### src/rtl/spq_pkg.sv
// Shared types, codes and default sizes of the sorted priority queue.
package spq_pkg;

  localparam int DEPTH_DEF      = 16;
  localparam int VALUE_BITS_DEF = 32;
  localparam int PRIO_BITS_DEF  = 8;

  localparam logic CMD_ENQ = 1'b0;
  localparam logic CMD_DEQ = 1'b1;

  typedef enum logic [1:0] {
    ST_DONE  = 2'd0,
    ST_FULL  = 2'd1,
    ST_EMPTY = 2'd2
  } spq_status_t;

  // operation broadcast to every cell for one request
  typedef struct packed {
    logic enq;
    logic deq;
  } spq_op_t;

endpackage

### src/rtl/sorted_priority_queue.sv
// Top level of the sorted priority queue: a row of slot cells and the result register.
// Bounded priority queue built as a row of DEPTH slot cells, highest priority at the
// head; equal priorities leave in arrival order. Every request (enqueue or dequeue,
// chosen by in_tuser) is finished in the cycle it is accepted: all cells compare the
// new priority in parallel and every cell that moves shifts by one slot at once, so
// one request is taken per clock. The single result of each request sits in an
// output register, and a new request is taken whenever that register is empty or
// being drained in the same cycle. An enqueue to a full queue is rejected with the
// queue unchanged; a dequeue from an empty queue is flagged and returns zero.
module sorted_priority_queue import spq_pkg::*; #(
  parameter int DEPTH      = DEPTH_DEF,
  parameter int VALUE_BITS = VALUE_BITS_DEF,
  parameter int PRIO_BITS  = PRIO_BITS_DEF,
  localparam int CNT_W     = $clog2(DEPTH + 1),
  localparam int IN_W      = ((VALUE_BITS + PRIO_BITS + 7) / 8) * 8,
  localparam int OUT_W     = ((VALUE_BITS + 2 + CNT_W + 1 + 7) / 8) * 8
) (
  input  logic             clk,
  input  logic             rst_n,
  input  logic             in_tvalid,
  output logic             in_tready,
  input  logic [IN_W-1:0]  in_tdata,   // item_value, item_priority
  input  logic             in_tuser,   // cmd
  output logic             out_tvalid,
  input  logic             out_tready,
  output logic [OUT_W-1:0] out_tdata   // out_value, status, entry_count, is_empty
);

  logic                  in_acc;
  logic                  cmd;
  logic [VALUE_BITS-1:0] item_value;
  logic [PRIO_BITS-1:0]  item_priority;
  spq_op_t               op;
  logic                  full, empty;

  logic [CNT_W-1:0]      count_r, count_nxt;
  logic                  out_valid_r, out_valid_nxt;
  logic [OUT_W-1:0]      out_data_r, out_data_nxt;
  spq_status_t           status;

  logic [DEPTH-1:0]      keep_w;
  logic [DEPTH-1:0]      valid_w;
  logic [VALUE_BITS-1:0] value_w [DEPTH];
  logic [PRIO_BITS-1:0]  prio_w  [DEPTH];

  assign in_tready     = !out_valid_r || out_tready;
  assign in_acc        = in_tvalid && in_tready;
  assign cmd           = in_tuser;
  assign item_value    = in_tdata[VALUE_BITS-1:0];
  assign item_priority = in_tdata[VALUE_BITS+PRIO_BITS-1:VALUE_BITS];

  assign full  = (count_r == CNT_W'(DEPTH));
  assign empty = (count_r == '0);

  assign op.enq = in_acc && (cmd == CMD_ENQ) && !full;
  assign op.deq = in_acc && (cmd == CMD_DEQ) && !empty;

  for (genvar i = 0; i < DEPTH; i++) begin : g_cell
    logic                  l_keep, l_valid, r_valid;
    logic [VALUE_BITS-1:0] l_value, r_value;
    logic [PRIO_BITS-1:0]  l_prio, r_prio;

    if (i == 0) begin : g_head
      // head: nothing in front, so a non-kept head takes the new entry
      assign l_keep  = 1'b1;
      assign l_valid = 1'b1;
      assign l_value = item_value;
      assign l_prio  = item_priority;
    end else begin : g_mid
      assign l_keep  = keep_w[i-1];
      assign l_valid = valid_w[i-1];
      assign l_value = value_w[i-1];
      assign l_prio  = prio_w[i-1];
    end

    if (i == DEPTH - 1) begin : g_tail
      assign r_valid = 1'b0;
      assign r_value = '0;
      assign r_prio  = '0;
    end else begin : g_body
      assign r_valid = valid_w[i+1];
      assign r_value = value_w[i+1];
      assign r_prio  = prio_w[i+1];
    end

    spq_cell #(
      .VALUE_BITS (VALUE_BITS),
      .PRIO_BITS  (PRIO_BITS)
    ) u_cell (
      .clk         (clk),
      .rst_n       (rst_n),
      .op          (op),
      .new_value   (item_value),
      .new_prio    (item_priority),
      .left_keep   (l_keep),
      .left_valid  (l_valid),
      .left_value  (l_value),
      .left_prio   (l_prio),
      .right_valid (r_valid),
      .right_value (r_value),
      .right_prio  (r_prio),
      .keep        (keep_w[i]),
      .valid       (valid_w[i]),
      .value       (value_w[i]),
      .prio        (prio_w[i])
    );
  end

  always_comb begin
    count_nxt = count_r;
    if (op.enq) begin
      count_nxt = count_r + CNT_W'(1);
    end else if (op.deq) begin
      count_nxt = count_r - CNT_W'(1);
    end

    if (cmd == CMD_ENQ) begin
      status = full ? ST_FULL : ST_DONE;
    end else begin
      status = empty ? ST_EMPTY : ST_DONE;
    end

    out_data_nxt = '0;
    if (op.deq) begin
      out_data_nxt[VALUE_BITS-1:0] = value_w[0];
    end
    out_data_nxt[VALUE_BITS+1:VALUE_BITS]             = status;
    out_data_nxt[VALUE_BITS+2+CNT_W-1:VALUE_BITS+2]   = count_nxt;
    out_data_nxt[VALUE_BITS+2+CNT_W]                  = (count_nxt == '0);

    // hold the result until taken; load a fresh one on every request
    out_valid_nxt = out_valid_r && !out_tready;
    if (in_acc) begin
      out_valid_nxt = 1'b1;
    end
  end

  always_ff @(posedge clk) begin
    if (!rst_n) begin
      count_r     <= '0;
      out_valid_r <= 1'b0;
    end else begin
      count_r     <= count_nxt;
      out_valid_r <= out_valid_nxt;
    end
  end

  always_ff @(posedge clk) begin
    if (in_acc) begin
      out_data_r <= out_data_nxt;
    end
  end

  assign out_tvalid = out_valid_r;
  assign out_tdata  = out_data_r;

`ifndef NO_ASSERTIONS
  a_count_match: assert property (@(posedge clk) disable iff (!rst_n)
    $countones(valid_w) == int'(count_r))
    else $error("sorted_priority_queue: count disagrees with occupied slots");

  a_valid_prefix: assert property (@(posedge clk) disable iff (!rst_n)
    (valid_w & (valid_w + DEPTH'(1))) == '0)
    else $error("sorted_priority_queue: occupied slots not packed at head");

  a_full_reject: assert property (@(posedge clk) disable iff (!rst_n)
    (in_acc && (cmd == CMD_ENQ) && full) |=> $stable(count_r) && $stable(valid_w))
    else $error("sorted_priority_queue: rejected enqueue changed the queue");
`endif

endmodule

### src/rtl/spq_cell.sv
// One slot of the sorted queue: holds an entry and shifts with its neighbours.
module spq_cell import spq_pkg::*; #(
  parameter int VALUE_BITS = VALUE_BITS_DEF,
  parameter int PRIO_BITS  = PRIO_BITS_DEF
) (
  input  logic                  clk,
  input  logic                  rst_n,
  input  spq_op_t               op,
  input  logic [VALUE_BITS-1:0] new_value,
  input  logic [PRIO_BITS-1:0]  new_prio,
  input  logic                  left_keep,
  input  logic                  left_valid,
  input  logic [VALUE_BITS-1:0] left_value,
  input  logic [PRIO_BITS-1:0]  left_prio,
  input  logic                  right_valid,
  input  logic [VALUE_BITS-1:0] right_value,
  input  logic [PRIO_BITS-1:0]  right_prio,
  output logic                  keep,
  output logic                  valid,
  output logic [VALUE_BITS-1:0] value,
  output logic [PRIO_BITS-1:0]  prio
);

  logic                  valid_r, valid_nxt;
  logic [VALUE_BITS-1:0] value_r, value_nxt;
  logic [PRIO_BITS-1:0]  prio_r, prio_nxt;

  // entries at or above the new priority stay put on an insert
  assign keep = valid_r && (prio_r >= new_prio);

  always_comb begin
    valid_nxt = valid_r;
    value_nxt = value_r;
    prio_nxt  = prio_r;
    if (op.enq) begin
      valid_nxt = valid_r | left_valid;
      if (!keep) begin
        if (left_keep) begin
          value_nxt = new_value;
          prio_nxt  = new_prio;
        end else begin
          value_nxt = left_value;
          prio_nxt  = left_prio;
        end
      end
    end else if (op.deq) begin
      valid_nxt = right_valid;
      value_nxt = right_value;
      prio_nxt  = right_prio;
    end
  end

  always_ff @(posedge clk) begin
    if (!rst_n) begin
      valid_r <= 1'b0;
    end else begin
      valid_r <= valid_nxt;
    end
  end

  always_ff @(posedge clk) begin
    value_r <= value_nxt;
    prio_r  <= prio_nxt;
  end

  assign valid = valid_r;
  assign value = value_r;
  assign prio  = prio_r;

`ifndef NO_ASSERTIONS
  a_sorted: assert property (@(posedge clk) disable iff (!rst_n)
    (valid_r && right_valid) |-> (prio_r >= right_prio))
    else $error("spq_cell: entry order broken");
`endif

endmodule

### config.mk
export PLATFORM = sky130hd
export DESIGN_NAME = sorted_priority_queue
export DESIGN_NICKNAME = d
export VERILOG_FILES = /design/src/rtl/spq_pkg.sv /design/src/rtl/sorted_priority_queue.sv /design/src/rtl/spq_cell.sv
export SDC_FILE = /design/constraint.sdc
export NUM_CORES = 2
export LEC_CHECK = 0
export BUFFER_PORTS_ARGS = -buffer_cell sky130_fd_sc_hd__buf_2
export CORE_ASPECT_RATIO = 0.6
export CORE_UTILIZATION = 55
export DETAILED_ROUTE_END_ITERATION = 16
export GPL_TIMING_DRIVEN = 0
export PLACE_DENSITY = 0.74
export SYNTH_ARGS = -nofsm -noshare
export SYNTH_HDL_FRONTEND = slang
export SYNTH_SLANG_ARGS = --single-unit
### constraint.sdc
create_clock -name clk -period 4 [get_ports clk]
set_clock_uncertainty 0.15 [all_clocks]
set_input_delay 0.8 -clock clk [delete_from_list [all_inputs] [get_ports clk]]
set_output_delay 0.8 -clock clk [all_outputs]
set_load 0.05 [all_outputs]
==> flow_summary.json <==
{
  "status": "finished, violations left",
  "violations": "setup timing",
  "grt_pass1_vias": 34064,
  "slowest_delay_ps": 580,
  "drt_drc_violations_left": 0,
  "fp.dieH_um": 207,
  "seqPwrFrac_pct": 45.4,
  "syn_nets": 4248,
  "ant_nets": 0,
  "slew_headroom_pct": 16.0,
  "fin_ws_ps": -4.34,
  "startpoint_type": "input pin",
  "leakage_nw": 15.3,
  "dp_hpwl_um": 103000,
  "grt-ovfl-total": 0,
  "finalPower_w": 0.0212,
  "yosysSeqAreaShare_pct": 54.0,
  "synth_ff_type": "edfxtp_1",
  "hold_buffers": 0,
  "synth_top_cells_by_area": "edfxtp_1, a31oi_1, o21ai_0",
  "wire_per_inst_um": 27.1,
  "post-route-min-period_ps": 4000,
  "yosysWarnings": 0,
  "clockBufferDepth": 3,
  "setup_tns_ps": -17.6,
  "min_path_type": "in -> reg",
  "cp_cell_sequence": "clkbuf_1 > clkinvlp_4 > buf_4 > buf_4 > ha_1 > nand3_1 > nand2_1 > o21ai_2 > clkbuf_1 > o21ai_2 > nand2_4",
  "synth_area_leader_cell": "edfxtp_1",
  "wl_um": 141000,
  "htreeDepth": 3,
  "start_util_pct": 56.2,
  "viasPerCell": 7.05,
  "vdd_drop_max_uv": 340,
  "cts_sinks": 702,
  "p_comb_share_pct": 22.5,
  "rows": 74,
  "synth_top_area_share_pct": 52.8,
  "first_pass_iters": 9,
  "ff2ff_path_depth": 8,
  "io_pins": 87,
  "grt_util_all_layers_pct": 37.6,
  "clockPowerShare_pct": 32.1,
  "grt.busiest_layer": "met1",
  "hold_viol": 0,
  "met1_usage_pct": 58.0,
  "drv_cap": 0,
  "worst_pin_slew_ps": 1260,
  "critical-path-slowest-cell": "o21ai_2",
  "fin_crit_sh_pct": 100,
  "synthArstFlopShare_pct": 0,
  "whs_path_depth": 2,
  "numPortBuffers": 47,
  "end_kind": "flop",
  "cts_tree": "built",
  "area_growth_pct": 11.9,
  "routed-via-count": 36793,
  "syn_inst": 4073,
  "path_buf_inv": 5,
  "ys_ff_latch": 702,
  "fin_nets": 4427,
  "use_met3_pct": 17.9,
  "clkTransAtPathRegs_ps": 60,
  "slew_violations": 0,
  "antenna_found_initial": 2,
  "clk-insertion-delay-late_ps": 650,
  "coreArea_um2": 68800,
  "grt_pass1_wl_um": 204000,
  "cp_data_required_time_ps": 4130,
  "p_switching_w": 0.00701,
  "rsz0062_at_grt": "no",
  "grt_max_degree": 41,
  "finalSetupViolCount": 5,
  "globalRouteMet2Util_pct": 46.1,
  "drive_gt1_share_pct": 6.95,
  "timing.hold.ws_ps": 299,
  "syn_area_um2": 38600,
  "numCtsBuffers": 67,
  "arrival_ps": 4140,
  "synth.distinct_cells": 48,
  "switching_share_pct": 33.1,
  "worstSetupPathType": "in -> reg",
  "syn_area_per_cell_um2": 9.49,
  "die_w_um": 344,
  "crit_fanout": 20,
  "critPathTopFamily": "buffers and inverters",
  "clockRootBuffer": "clkbuf_16",
  "powerDensity_nw_per_um2": 490,
  "synth_edf_count": 680,
  "max_freq_mhz": 250,
  "die-area_um2": 71400,
  "power.internal_w": 0.0142,
  "drt_first_iter_violations": 5873,
  "globalplace.congestion": 0.966,
  "cp.depth": 11
}
cell usage after synthesis, drive strengths merged, types with 3 or more instances:
library cell / n
buf: 64
nand2b: 26
a311o: 8
o211ai: 4
clkbuf: 399
a21oi: 582
nor2: 588
and3: 17
dfxtp: 22
and2: 38
a211oi: 7
a311oi: 8
a21o: 16
inv: 27
a2111oi: 6
nand3: 11
nand2: 132
a2111o: 9
edfxtp: 680
a22oi: 17
o21ai: 632
o21a: 28
ha: 130
mux2i: 40
a31oi: 560
o221a: 3
layout by cell type (no fill, tap or decap), drive strengths merged, types with 2 or more instances in the layout:
master / count
a2111o: 9
a2111oi: 6
a211oi: 7
a21o: 16
a21oi: 582
a22oi: 17
a311o: 8
a311oi: 8
a31oi: 560
and2: 38
and3: 17
and4: 2
buf: 153
bufinv: 8
clkbuf: 490
clkinv: 23
clkinvlp: 7
dfxtp: 22
edfxtp: 680
ha: 130
inv: 22
mux2i: 40
nand2: 150
nand2b: 26
nand3: 11
nor2: 588
nor2b: 2
nor3: 2
nor4: 2
o211ai: 4
o21a: 28
o21ai: 632
o221a: 3
xnor2: 2
power groups by stage:
stage / combinational, W / sequential [W] / clock (W)
final: 0.00477 / 0.00961 / 0.00680
after global routing: 0.00508 / 0.00967 / 0.00698
after global placement: 0.00400 / 0.00977 / 0
after floorplan: 0.00269 / 0.00968 / 0
after CTS: 0.00432 / 0.00958 / 0.00673
after detailed placement: 0.00421 / 0.00974 / 0
final cells by class:
type	count	area, um^2
Timing Repair Buffer	96	718
Clock inverter	33	362
Tap cell	912	1140
Sequential cell	702	20900
Multi-Input combinational cell	2899	16400
Antenna cell	1	2.50
Inverter	27	124
Buffer	459	1810
Fill cell	5836	25500
Clock buffer	88	1840
final timing paths:
| kind | startpoint | to | slack (ps) |
|---|---|---|---|
| worst min register to register | g_cell[1].u_cell.value[30] | g_cell[0].u_cell.value[30] | 390 |
| worst min-delay path | rst_n | count_r[0] | 300 |
| worst max register to register | count_r[0] | g_cell[2].u_cell.value[28] | 90 |
| worst max-delay path | in_tdata[38] | g_cell[7].u_cell.value[28] | -4 |
per-stage QoR:
stage	cells	worst slack (ps)	utilization, %	area, um^2
final	5217	-4.34	62.9	43200
after detailed placement	5046	-1410	58.6	40300
after global routing	5216	20.4	62.9	43200
after CTS	5189	-24.2	62.3	42900
after floorplan	4073	-195	-	38700
after global placement	5032	-2150	58.3	40100
flip-flops by register name, indices dropped and copies added (netlist names):
signal               count
out_tvalid               1
g_cell.u_cell.prio     128
g_cell.u_cell.valid     16
out_tdata               40
count_r                  5
g_cell.u_cell.value    512
per-layer routing:
layer | part of all wire, % | wire length [um]
met1 | 40 | 57000
met2 | 36 | 51100
met3 | 21 | 29700
met4 | 2.1 | 3030
met5 | 0.27 | 388
kinds of logic after synthesis:
family / Yosys count / share of synthesized area [%]
multiplexers: 40 / 1.04
XOR/XNOR: 2 / 0.0453
flip-flops: 702 / 54.0
buffers and inverters: 490 / 4.82
AND/OR/NAND/NOR: 824 / 8.71
adder cells (fa/ha/maj): 130 / 4.21
AO/OA/AOI/OAI: 1885 / 27.2
timing repair:
action | CTS | global route
endpoints found under the setup margin | 623 | 588
pin swaps | 3 | 15
buffers inserted | 23 | 10
cloned | 1 | 17
resized for setup | 48 | 65
Power figures use the tool's default switching activity.
